## src/rtl/sbwsu_pkg.sv

```systemverilog
// Shared types, constants and helper functions for the split bf16 weight update block.
package sbwsu_pkg;

    localparam logic [30:0] INF_MAG   = 31'h7F800000;
    localparam logic [31:0] QNAN_BITS = 32'h7FC00000;
    localparam logic [2:0]  ADDR_ALPHA = 3'd0;

    typedef logic signed [11:0] exp_t;

    typedef struct packed {
        logic        special;
        logic [31:0] special_val;
        logic        sign_p;
        logic [31:0] m_p;
        exp_t        e_p;
        logic        sign_w;
        logic [23:0] m_w;
        exp_t        e_w;
        logic        w_zero;
    } prod_t;

    typedef struct packed {
        logic        special;
        logic [31:0] special_val;
        logic        sign;
        logic [62:0] m;
        exp_t        e;
    } sum_t;

    // position of the highest set bit; 0 for a zero word
    function automatic logic [5:0] msb63(input logic [62:0] v);
        logic [5:0] k;
        k = 6'd0;
        for (int i = 0; i < 63; i++)
        begin
            if (v[i])
            begin
                k = 6'(i);
            end
        end
        return k;
    endfunction

    // right shift, any bit shifted out is or-ed into bit 0
    function automatic logic [61:0] shift_jam(input logic [61:0] v, input logic [5:0] d);
        logic [61:0] s;
        logic        lost;
        s = v >> d;
        lost = ((s << d) != v);
        return s | {61'd0, lost};
    endfunction

endpackage

```

## src/rtl/sbwsu_mul.sv

```systemverilog
// Stage one: operand decode, special-case resolution and the exact alpha*gradient product.
module sbwsu_mul
(
    input  logic                 clk,
    input  logic                 rst_n,
    input  logic                 en,
    input  logic                 valid_in,
    input  logic [31:0]          alpha,
    input  logic [15:0]          weight_top,
    input  logic [15:0]          weight_bottom,
    input  logic [15:0]          gradient,
    output logic                 valid_out,
    output sbwsu_pkg::prod_t     prod_out
);
    import sbwsu_pkg::*;

    logic        valid_reg;
    prod_t       prod_reg;
    prod_t       prod_next;
    logic [31:0] a;
    logic [31:0] g;
    logic [31:0] w;
    logic [30:0] aa;
    logic [30:0] ab;
    logic [30:0] ac;
    logic        sp;
    logic [23:0] ma;
    logic [7:0]  mg;
    exp_t        ea;
    exp_t        eg;

    always_comb
    begin
        a  = alpha;
        g  = {gradient, 16'd0};
        w  = {weight_top, weight_bottom};
        aa = a[30:0];
        ab = g[30:0];
        ac = w[30:0];
        sp = a[31] ^ g[31];

        ma = (a[30:23] == 8'd0) ? {1'b0, a[22:0]} : {1'b1, a[22:0]};
        ea = (a[30:23] == 8'd0) ? -12'sd149 : $signed({4'd0, a[30:23]}) - 12'sd150;
        mg = (gradient[14:7] == 8'd0) ? {1'b0, gradient[6:0]} : {1'b1, gradient[6:0]};
        eg = (gradient[14:7] == 8'd0) ? -12'sd133
                                      : $signed({4'd0, gradient[14:7]}) - 12'sd134;

        prod_next.special     = 1'b1;
        prod_next.special_val = QNAN_BITS;
        if (aa > INF_MAG || ab > INF_MAG || ac > INF_MAG)
        begin
            prod_next.special_val = QNAN_BITS;
        end
        else if (aa == INF_MAG || ab == INF_MAG)
        begin
            if (aa == 31'd0 || ab == 31'd0)
            begin
                prod_next.special_val = QNAN_BITS;
            end
            else if (ac == INF_MAG && w[31] != sp)
            begin
                prod_next.special_val = QNAN_BITS;
            end
            else
            begin
                prod_next.special_val = {sp, INF_MAG};
            end
        end
        else if (ac == INF_MAG)
        begin
            prod_next.special_val = w;
        end
        else if (aa == 31'd0 || ab == 31'd0)
        begin
            prod_next.special_val = (ac == 31'd0) ? {sp & w[31], 31'd0} : w;
        end
        else
        begin
            prod_next.special = 1'b0;
        end

        prod_next.sign_p = sp;
        prod_next.m_p    = {8'd0, ma} * {24'd0, mg};
        prod_next.e_p    = ea + eg;
        prod_next.sign_w = w[31];
        prod_next.m_w    = (w[30:23] == 8'd0) ? {1'b0, w[22:0]} : {1'b1, w[22:0]};
        prod_next.e_w    = (w[30:23] == 8'd0) ? -12'sd149
                                              : $signed({4'd0, w[30:23]}) - 12'sd150;
        prod_next.w_zero = (ac == 31'd0);
    end

    always_ff @(posedge clk or negedge rst_n)
    begin
        if (!rst_n)
        begin
            valid_reg <= 1'b0;
        end
        else if (en)
        begin
            valid_reg <= valid_in;
        end
    end

    always_ff @(posedge clk)
    begin
        if (en)
        begin
            prod_reg <= prod_next;
        end
    end

    assign valid_out = valid_reg;
    assign prod_out  = prod_reg;

endmodule

```

## src/rtl/sbwsu_align_add.sv

```systemverilog
// Stage two: normalize product and weight, align with sticky, add or subtract.
module sbwsu_align_add
(
    input  logic                 clk,
    input  logic                 rst_n,
    input  logic                 en,
    input  logic                 valid_in,
    input  sbwsu_pkg::prod_t     prod_in,
    output logic                 valid_out,
    output sbwsu_pkg::sum_t      sum_out
);
    import sbwsu_pkg::*;

    logic        valid_reg;
    sum_t        sum_reg;
    sum_t        sum_next;
    logic [5:0]  sh_p;
    logic [5:0]  sh_w;
    logic [61:0] mpn;
    logic [61:0] mwn;
    exp_t        epn;
    exp_t        ewn;
    exp_t        diff;
    logic [5:0]  d;
    logic [61:0] mp;
    logic [61:0] mc;

    always_comb
    begin
        sh_p = 6'd61 - msb63({31'd0, prod_in.m_p});
        sh_w = 6'd61 - msb63({39'd0, prod_in.m_w});
        mpn  = {30'd0, prod_in.m_p} << sh_p;
        mwn  = {38'd0, prod_in.m_w} << sh_w;
        epn  = prod_in.e_p - $signed({6'd0, sh_p});
        ewn  = prod_in.e_w - $signed({6'd0, sh_w});
        diff = epn - ewn;
        d    = 6'd0;
        sum_next.e = epn;
        if (prod_in.w_zero)
        begin
            mp = mpn;
            mc = 62'd0;
        end
        else if (diff >= 12'sd0)
        begin
            d  = (diff > 12'sd63) ? 6'd63 : diff[5:0];
            mp = mpn;
            mc = shift_jam(mwn, d);
        end
        else
        begin
            d  = (diff < -12'sd63) ? 6'd63 : 6'(12'(-diff));
            mp = shift_jam(mpn, d);
            mc = mwn;
            sum_next.e = ewn;
        end

        if (prod_in.sign_p == prod_in.sign_w)
        begin
            sum_next.m    = {1'b0, mp} + {1'b0, mc};
            sum_next.sign = prod_in.sign_p;
        end
        else if (mp >= mc)
        begin
            sum_next.m    = {1'b0, mp - mc};
            sum_next.sign = prod_in.sign_p;
        end
        else
        begin
            sum_next.m    = {1'b0, mc - mp};
            sum_next.sign = prod_in.sign_w;
        end
        sum_next.special     = prod_in.special;
        sum_next.special_val = prod_in.special_val;
    end

    always_ff @(posedge clk or negedge rst_n)
    begin
        if (!rst_n)
        begin
            valid_reg <= 1'b0;
        end
        else if (en)
        begin
            valid_reg <= valid_in;
        end
    end

    always_ff @(posedge clk)
    begin
        if (en)
        begin
            sum_reg <= sum_next;
        end
    end

    assign valid_out = valid_reg;
    assign sum_out   = sum_reg;

endmodule

```

## src/rtl/sbwsu_round.sv

```systemverilog
// Stage three: round to binary32 nearest-even with subnormals, select special results.
module sbwsu_round
(
    input  logic                 clk,
    input  logic                 rst_n,
    input  logic                 en,
    input  logic                 valid_in,
    input  sbwsu_pkg::sum_t      sum_in,
    output logic                 valid_out,
    output logic [31:0]          result
);
    import sbwsu_pkg::*;

    logic        valid_reg;
    logic [31:0] result_reg;
    logic [31:0] result_next;
    exp_t        k;
    exp_t        r;
    exp_t        lim;
    exp_t        ex;
    exp_t        biased;
    logic [5:0]  rsh;
    logic [4:0]  lsh;
    logic [62:0] hi;
    logic [24:0] q;
    logic        guard;
    logic        sticky;

    always_comb
    begin
        k   = $signed({6'd0, msb63(sum_in.m)});
        r   = k - 12'sd23;
        lim = -12'sd149 - sum_in.e;
        if (lim > r)
        begin
            r = lim;
        end
        rsh    = 6'd0;
        lsh    = 5'd0;
        hi     = 63'd0;
        guard  = 1'b0;
        sticky = 1'b0;
        q      = 25'd0;
        if (r <= 12'sd0)
        begin
            lsh = 5'(12'(-r));
            q   = 25'(sum_in.m << lsh);
        end
        else if (r <= 12'sd63)
        begin
            rsh    = r[5:0];
            q      = 25'(sum_in.m >> rsh);
            hi     = sum_in.m >> (rsh - 6'd1);
            guard  = hi[0];
            sticky = ((hi << (rsh - 6'd1)) != sum_in.m);
            q      = q + {24'd0, guard & (sticky | q[0])};
        end
        ex = r + sum_in.e;
        if (q[24])
        begin
            q  = q >> 1;
            ex = ex + 12'sd1;
        end
        biased = ex + 12'sd150;

        if (sum_in.special)
        begin
            result_next = sum_in.special_val;
        end
        else if (sum_in.m == 63'd0)
        begin
            result_next = 32'd0;
        end
        else if (r > 12'sd63)
        begin
            result_next = {sum_in.sign, 31'd0};
        end
        else if (!q[23])
        begin
            result_next = {sum_in.sign, 8'd0, q[22:0]};
        end
        else if (biased >= 12'sd255)
        begin
            result_next = {sum_in.sign, INF_MAG};
        end
        else
        begin
            result_next = {sum_in.sign, biased[7:0], q[22:0]};
        end
    end

    always_ff @(posedge clk or negedge rst_n)
    begin
        if (!rst_n)
        begin
            valid_reg <= 1'b0;
        end
        else if (en)
        begin
            valid_reg <= valid_in;
        end
    end

    always_ff @(posedge clk)
    begin
        if (en)
        begin
            result_reg <= result_next;
        end
    end

    assign valid_out = valid_reg;
    assign result    = result_reg;

endmodule

```

## src/rtl/split_bf16_weight_sgd_update.sv

```systemverilog
// Split bf16 weight update: new weight = weight + alpha * gradient, one rounding.
// Takes one request per cycle while s_tready is high; each passes the input register,
// then the product, align/add and round stages. A full stage holds while the stage
// ahead holds, so a held result stalls the full stages behind it. Alpha is a binary32
// pattern written at APB address 0; NaN results are 0x7FC00000, subnormals are kept.
module split_bf16_weight_sgd_update
(
    input  logic        clk,
    input  logic        rst_n,
    input  logic        s_tvalid,
    output logic        s_tready,
    input  logic [47:0] s_tdata,   // weight_top, weight_bottom, gradient
    output logic        m_tvalid,
    input  logic        m_tready,
    output logic [31:0] m_tdata,   // new_weight_top, new_weight_bottom
    input  logic        psel,
    input  logic        penable,
    input  logic        pwrite,
    input  logic [2:0]  paddr,
    input  logic [31:0] pwdata,
    output logic [31:0] prdata,
    output logic        pready
);
    import sbwsu_pkg::*;

    logic [31:0] alpha_reg;
    logic        in_valid_reg;
    logic [47:0] in_data_reg;
    logic        en_in;
    logic        en_mul;
    logic        en_add;
    logic        en_rnd;
    logic        mul_valid;
    logic        add_valid;
    logic        rnd_valid;
    prod_t       prod;
    sum_t        sum;
    logic [31:0] result;

    assign pready = 1'b1;
    assign prdata = (paddr == ADDR_ALPHA) ? alpha_reg : 32'd0;

    always_ff @(posedge clk or negedge rst_n)
    begin
        if (!rst_n)
        begin
            alpha_reg <= 32'd0;
        end
        else if (psel && penable && pwrite && paddr == ADDR_ALPHA)
        begin
            alpha_reg <= pwdata;
        end
    end

    assign en_rnd   = !rnd_valid || m_tready;
    assign en_add   = !add_valid || en_rnd;
    assign en_mul   = !mul_valid || en_add;
    assign en_in    = !in_valid_reg || en_mul;
    assign s_tready = en_in;

    always_ff @(posedge clk or negedge rst_n)
    begin
        if (!rst_n)
        begin
            in_valid_reg <= 1'b0;
        end
        else if (en_in)
        begin
            in_valid_reg <= s_tvalid;
        end
    end

    always_ff @(posedge clk)
    begin
        if (en_in && s_tvalid)
        begin
            in_data_reg <= s_tdata;
        end
    end

    sbwsu_mul u_mul
    (
        .clk           (clk),
        .rst_n         (rst_n),
        .en            (en_mul),
        .valid_in      (in_valid_reg),
        .alpha         (alpha_reg),
        .weight_top    (in_data_reg[15:0]),
        .weight_bottom (in_data_reg[31:16]),
        .gradient      (in_data_reg[47:32]),
        .valid_out     (mul_valid),
        .prod_out      (prod)
    );

    sbwsu_align_add u_add
    (
        .clk       (clk),
        .rst_n     (rst_n),
        .en        (en_add),
        .valid_in  (mul_valid),
        .prod_in   (prod),
        .valid_out (add_valid),
        .sum_out   (sum)
    );

    sbwsu_round u_rnd
    (
        .clk       (clk),
        .rst_n     (rst_n),
        .en        (en_rnd),
        .valid_in  (add_valid),
        .sum_in    (sum),
        .valid_out (rnd_valid),
        .result    (result)
    );

    assign m_tvalid = rnd_valid;
    assign m_tdata  = {result[15:0], result[31:16]};

endmodule

```

## config.mk

```make
export PLATFORM = sky130hd
export DESIGN_NAME = split_bf16_weight_sgd_update
export DESIGN_NICKNAME = d
export VERILOG_FILES = /design/src/rtl/sbwsu_pkg.sv /design/src/rtl/sbwsu_mul.sv /design/src/rtl/sbwsu_align_add.sv /design/src/rtl/sbwsu_round.sv /design/src/rtl/split_bf16_weight_sgd_update.sv
export SDC_FILE = /design/constraint.sdc
export NUM_CORES = 2
export LEC_CHECK = 0
export BUFFER_PORTS_ARGS = -buffer_cell sky130_fd_sc_hd__buf_4
export CELL_PAD_IN_SITES_DETAIL_PLACEMENT = 1
export CELL_PAD_IN_SITES_GLOBAL_PLACEMENT = 1
export CORE_AREA = 2 2 490 492
export CTS_CLUSTER_SIZE = 20
export DETAILED_ROUTE_END_ITERATION = 7
export DIE_AREA = 0 0 492 494
export PLACE_DENSITY = 0.56
export RECOVER_POWER = 25
export SETUP_SLACK_MARGIN = 0.1
export SLEW_MARGIN = 20
export SYNTH_ARGS = -nofsm -noshare
export SYNTH_HDL_FRONTEND = slang
export SYNTH_SLANG_ARGS = --single-unit
```

## constraint.sdc

```tcl
create_clock -name clk -period 16.83 [get_ports clk]
set_input_delay 0.8415 -clock clk [delete_from_list [all_inputs] [get_ports clk]]
set_output_delay 0.8415 -clock clk [all_outputs]
set_load 0.02 [all_outputs]
```

* Word level (Yosys, flattened, before mapping)
Index checks and enable logic that the tools add are counted.
** Storage, ports and cells
- Register bits :: 341
- Bits of input ports :: 90
- Word-level logic and storage cells :: 254
** Operators by class
- $add $sub $neg :: 21
- $mul :: 1
- $lt $le $gt $ge :: 12
- Equal/unequal tests :: 8
- Shifts and indexed selects :: 10
- Muxes and demuxes :: 149
- Bitwise operators :: 6
- Reduce and logical (&&, ||, !) cells :: 26
** Operators by type and width (number)
- 6-bit two-way mux :: 93
- 32-bit two-way mux :: 9
- 62-bit two-way mux :: 4
- 64-bit two-way mux :: 2
- 62-bit inequality test :: 2
- 62-bit by 1-bit OR with 62-bit output :: 2
- 62-bit by 6-bit left shift with 62-bit output :: 2
- 62-bit by 6-bit >> shifter with 62-bit output :: 2
- 62-bit subtractor :: 2
- 31-bit > comparator (second input constant) :: 3
- 31-bit two-way mux :: 3
- 12-bit two-way mux :: 6
- 24-bit two-way mux :: 3
- 62-bit by 62-bit adder with 63-bit output :: 1
- 63-bit zero test :: 1
- 63-bit inequality test :: 1
- 63-bit by 5-bit left shift with 25-bit output :: 1
- 63-bit by 6-bit left shift with 63-bit output :: 1
- 63-bit by 6-bit >> shifter with 25-bit output :: 1
- 63-bit by 6-bit >> shifter with 63-bit output :: 1
- 31-bit equality test (second input constant) :: 2
- 62-bit >= comparator :: 1
- 31-bit zero test :: 2
- 24-bit by 6-bit left shift with 62-bit output :: 1
- 43 further kinds :: 87

* Longest topological paths before layout
- Depth after elaboration :: 82
- Gate-level depth with buffers :: 76
- Depth with buffers taken out :: 64

* Hierarchy
A second synthesis with hierarchy kept.
** Second synthesis, totals
- Cells, all modules :: 10351
- Area total of the unflattened synthesis :: 74218.7 µm²
** By module, submodules not included
- sbwsu_align_add :: times used 1, cells each 5894, area an instance 39156.3 µm², seq. area each 3298.2 µm²
- sbwsu_round :: times used 1, cells each 3258, area an instance 21139.0 µm², seq. area each 985.9 µm²
- sbwsu_mul :: times used 1, cells each 1036, area an instance 10830.4 µm², seq. area each 3418.3 µm²
- split_bf16_weight_sgd_update :: times used 1, cells each 163, area an instance 3093.0 µm², seq. area each 2267.2 µm²

* Worst setup path before layout
Ideal clock, no wire load.
- Path kind :: flip-flop to flip-flop
- Start :: reg u_mul.prod_reg, in the netlist u_mul.prod_out[31]
- End :: reg u_add.sum_reg, in the netlist u_add.sum_out[72] (data pin)
- Library setup time :: 0.265 ns
- Arrival :: 14.686 ns
- Data required time :: 16.565 ns
- Slack :: 1.879 ns
- Cell stages (with the launch flop) :: 70
- Clock period less this slack :: 14.951 ns
- Cells stage by stage :: edfxtp_1 -> clkbuf_1 -> or4_1 -> nor3_1 -> o31a_1 -> nor2_1 -> clkbuf_1 -> clkbuf_1 -> ha_1 -> xnor2_1 -> inv_1 -> clkbuf_1 -> clkbuf_1 -> buf_2 -> ha_1 -> a21o_1 -> a31o_2 -> a21oi_1 -> (+34 left out) -> o21ai_0 -> a31oi_1 -> o21a_1 -> o21ai_0 -> a21o_1 -> a21oi_1 -> o211ai_1 -> o2111ai_1 -> a31oi_1 -> o21ai_1 -> nand2_1 -> clkbuf_1 -> buf_1 -> buf_1 -> o211ai_1 -> o311ai_0 -> o21ai_0 -> xnor2_1
** RTL lines
- from (decl) :: line sbwsu_mul.sv:18 : prod_t prod_reg;
- from (signal assigned) :: line sbwsu_mul.sv:108 : prod_reg <= prod_next;
- to (signal assigned) :: line sbwsu_align_add.sv:93 : sum_reg <= sum_next;
- to (decl) :: line sbwsu_align_add.sv:15 : sum_t sum_reg;

==> summary.md <==
| Metric | Value |
|---|---|
| Initial Util | `28.9%` |
| Synth Flop Type | `edfxtp_1` |
| Final hold violations | `0` |
| Final instance area | `between 80000 and 90000 sq um` |
| CTS tree | `done` |
| First-pass GRT wire length | `721 mm` |
| Max Fclk | `62.4 MHz` |
| Final Setup Violations | `0` |
| Post-Place Setup Slack | `-648 ps` |
| Gr ovfl total | `0` |
| CTS max path bufs | `3` |
| Placed insts | `roughly 14000` |
| IO Pins | `157` |
| Slew Viols, Final | `37` |
| Period utilization | `95.2%` |
| Mapped Nets | `10006` |
| Reg2Reg Depth | `75` |
| Post-synth ARST share | `10.7%` |
| Die ar. | `243000 sq um` |
| Cell variety after synth | `130` |
| RSZ-0062 raised after global routing | `no` |
| Vias in the first global route | `~90000` |
| CORE AREA | `about 240000 sq um` |
| Crit Path Category | `register to register` |
| Number of remaining DRC errors | `0` |
| Final #Nets | `around 11000` |
| Worst Skew | `approximately 37 ps` |
| Max_cap viols | `1` |
| Routed vias/inst | `6.51` |
| Critical path arrival | `16420 ps` |
| Num CTS Buffers | `45` |
| Worst Tran Pin Value | `2390 ps` |
| Pin count of the biggest net entering global routing | `123` |
| Final Critical Period | `~16000 ps` |
| Clock-pin transition on the worst setup and hold timing paths | `70 ps` |
| #FFs+latches synth | `338` |
| Crit path top cell by count | `buf_4` |
| Clock sinks | `~340` |
| Die Span X | `about 490 um` |
| Iteration-0 DRC count of the detailed router | `10226` |
| Layout area overhead | `24.3%` |
| RePlAce Congestion | `1.05` |
| EDFF count, synth | `302` |
| CTS root buf | `clkbuf_16` |
| Initial antenna violation count | `42` |
| Post-DP Area | `between 80000 and 90000 sq um` |
| Dpl hpwl | `421 mm` |
| Die span in y | `approximately 490 um` |
| First-pass iteration count of the detailed router | `6` |
| Row cnt | `179` |
| Clock Latency Late Sink | `670 ps` |
| Final Util | `~36%` |
| Worst setup SP type | `register` |
| WP depth | `75` |
| Register area share after synthesis | `between 10% and 20%` |
| WL final | `523 mm` |
| Slack of the critical path | `803 ps` |
| Worst Hold Class | `input port to register` |
| WP buf/inv | `17` |
| Critical Path End Type | `register` |
| Delay-heaviest family, CP | `compound AO/OA/AOI/OAI gates` |
| Overall Global Routing Usage | `between 40% and 50%` |
| Cell area after synthesis | `68600 sq um` |
| Outcome | `finished, violations left` |
| Slowest stage cell on the critical path | `or4_1` |
| Cells after synthesis | `9467` |
| Share of post-route cells with drive strength above 1 | `roughly a fifth` |
| Worst Path Required | `between 15000 and 20000 ps` |
| WHS Path Cells | `1` |
| Port Buffers | `155` |
| Failing checks | `capacitance limit, slew limit` |
| CP max FO | `17` |
| Crit path largest cell delay | `560 ps` |
| Vias | `88965` |
| Yosys warning count | `0` |
| CTS H-tree depth | `2` |
| Avg WL per Cell | `between 30 and 40 um` |
| Slew HR | `-59.2%` |
| ANT nets after route | `0` |
| Largest register FFs | `around 110` |
| Avg Cell Area, Syn | `~7.2 sq um` |
| Final cell count without fillers | `13664` |
cells in the final DEF (no fill, tap or decap), types with 40 or more instances in the layout:
cell type  synthesis  routed
buf_4             22    1562
nand2_1          999     993
nor2_1           943     920
a21oi_1          766     745
mux2i_1          572     568
o21ai_0          581     542
inv_1            423     422
ha_1             309     307
edfxtp_1         302     302
nand3_1          300     298
nor3_1           255     243
o211ai_1         207     207
and2_1           203     201
o22ai_1          195     183
a211oi_1         184     168
fa_1             140     140
xnor2_1          137     133
a31oi_1          119     114
o21bai_1         106     104
mux2_2           102     102
a22oi_1          102     101
o221ai_1         100      99
nand4_1           94      94
nor4_1           100      90
o21ai_1           67      83
o31ai_1           86      82
a21o_1            80      79
a221oi_1          68      64
or3_1             61      61
and3_1            61      61
nand2b_1          60      59
xor2_1            57      56
a32oi_1           55      54
buf_12             2      52
o2111ai_1         52      51
mux4_2            51      51
clkbuf_16          0      45
a211o_1           40      40
cell families after synthesis:
| group | count (synthesis) | synth area share (%) |
|---|---|---|
| multiplexers | 731 | 11.9 |
| adder cells (fa/ha/maj) | 449 | 9.73 |
| buffers and inverters | 1200 | 7.06 |
| other | 2 | 0.0110 |
| AO/OA/AOI/OAI | 3322 | 32.7 |
| flip-flops | 338 | 14.5 |
| AND/OR/NAND/NOR | 3229 | 21.6 |
| XOR/XNOR | 196 | 2.55 |
layer usage:
metal  wire length, um  track usage (%)
met1            204000             50.5
met2            230000             64.9
met3             45600             9.35
met4             42700             27.3
met5               242                0
timing repair:
| item | CTS | global route |
|---|---|---|
| endpoints found under the setup margin | 60 | 63 |
| gates cloned | 0 | 0 |
| endpoints found under the hold margin | 0 | 0 |
| resized for setup | 29 | 103 |
| hold buffers | 0 | 0 |
| pin swaps | 4 | 20 |
| buffers inserted | 6 | 5 |
stage by stage:
stage / setup TNS (ps) / hold slack [ps]
after floorplan: 0 / 400
after global placement: -13200 / 401
after detailed placement: -10900 / 406
after CTS: 0 / 135
after global routing: 0 / 348
final: 0 / 366
cell type report:
type / instances / area [sq um]
Antenna cell: 28 / 70.1
Clock buffer: 50 / 1140
Clock inverter: 30 / 289
Fill cell: 29068 / 152000
Inverter: 455 / 1710
Multi-Input combinational cell: 7929 / 55000
Sequential cell: 338 / 9970
Tap cell: 3167 / 3960
Timing Repair Buffer: 1667 / 13100
path summary, 6_finish.rpt:
kind	from	endpoint	slack [ps]
max reg2reg	u_mul.prod_out[68]	u_add.sum_out[49]	800
max in group asynchronous	rst_n	u_add.valid_out	14530
max	u_mul.prod_out[68]	u_add.sum_out[49]	800
min	s_tdata[35]	in_data_reg[35]	370
min reg2reg	u_mul.prod_out[97]	u_add.sum_out[90]	420
min in group asynchronous	rst_n	alpha_reg[29]	890
synthesized netlist by cell type, drive strengths merged (31+ instances only):
master / instances / share of area (%)
nand2b: 61 / 0.57
nor3: 258 / 1.9
mux4: 51 / 1.7
or2: 36 / 0.33
edfxtp: 302 / 13
ha: 309 / 5.6
nand4: 94 / 0.86
nor2: 945 / 5.2
a211o: 40 / 0.51
o32ai: 32 / 0.42
o22ai: 200 / 1.9
mux2: 105 / 1.7
o21a: 40 / 0.44
a221oi: 71 / 0.93
nand2: 1002 / 5.5
clkbuf: 516 / 2.8
or3: 61 / 0.56
buf: 229 / 1.7
o211ai: 210 / 2.3
o21bai: 107 / 1.2
a21o: 80 / 0.88
a21boi: 38 / 0.42
a2111oi: 34 / 0.48
dfrtp: 36 / 1.3
o31ai: 88 / 0.99
xnor2: 137 / 1.7
a21oi: 778 / 5.8
a211oi: 196 / 2.2
a31oi: 120 / 1.1
a32oi: 56 / 0.73
o311ai: 31 / 0.41
o2111ai: 54 / 0.71
a22oi: 105 / 1.2
o221ai: 103 / 1.3
nor2b: 38 / 0.35
mux2i: 575 / 8.4
fa: 140 / 4.1
and2: 203 / 1.9
nor4: 102 / 0.95
nand3: 300 / 2.2
xor2: 57 / 0.73
and3: 61 / 0.56
o21ai: 653 / 4.8
inv: 434 / 2.4
Power is left out: the tool's default activity adds up to more than one toggle a clock period on the data nets, which glitch-free logic cannot reach.
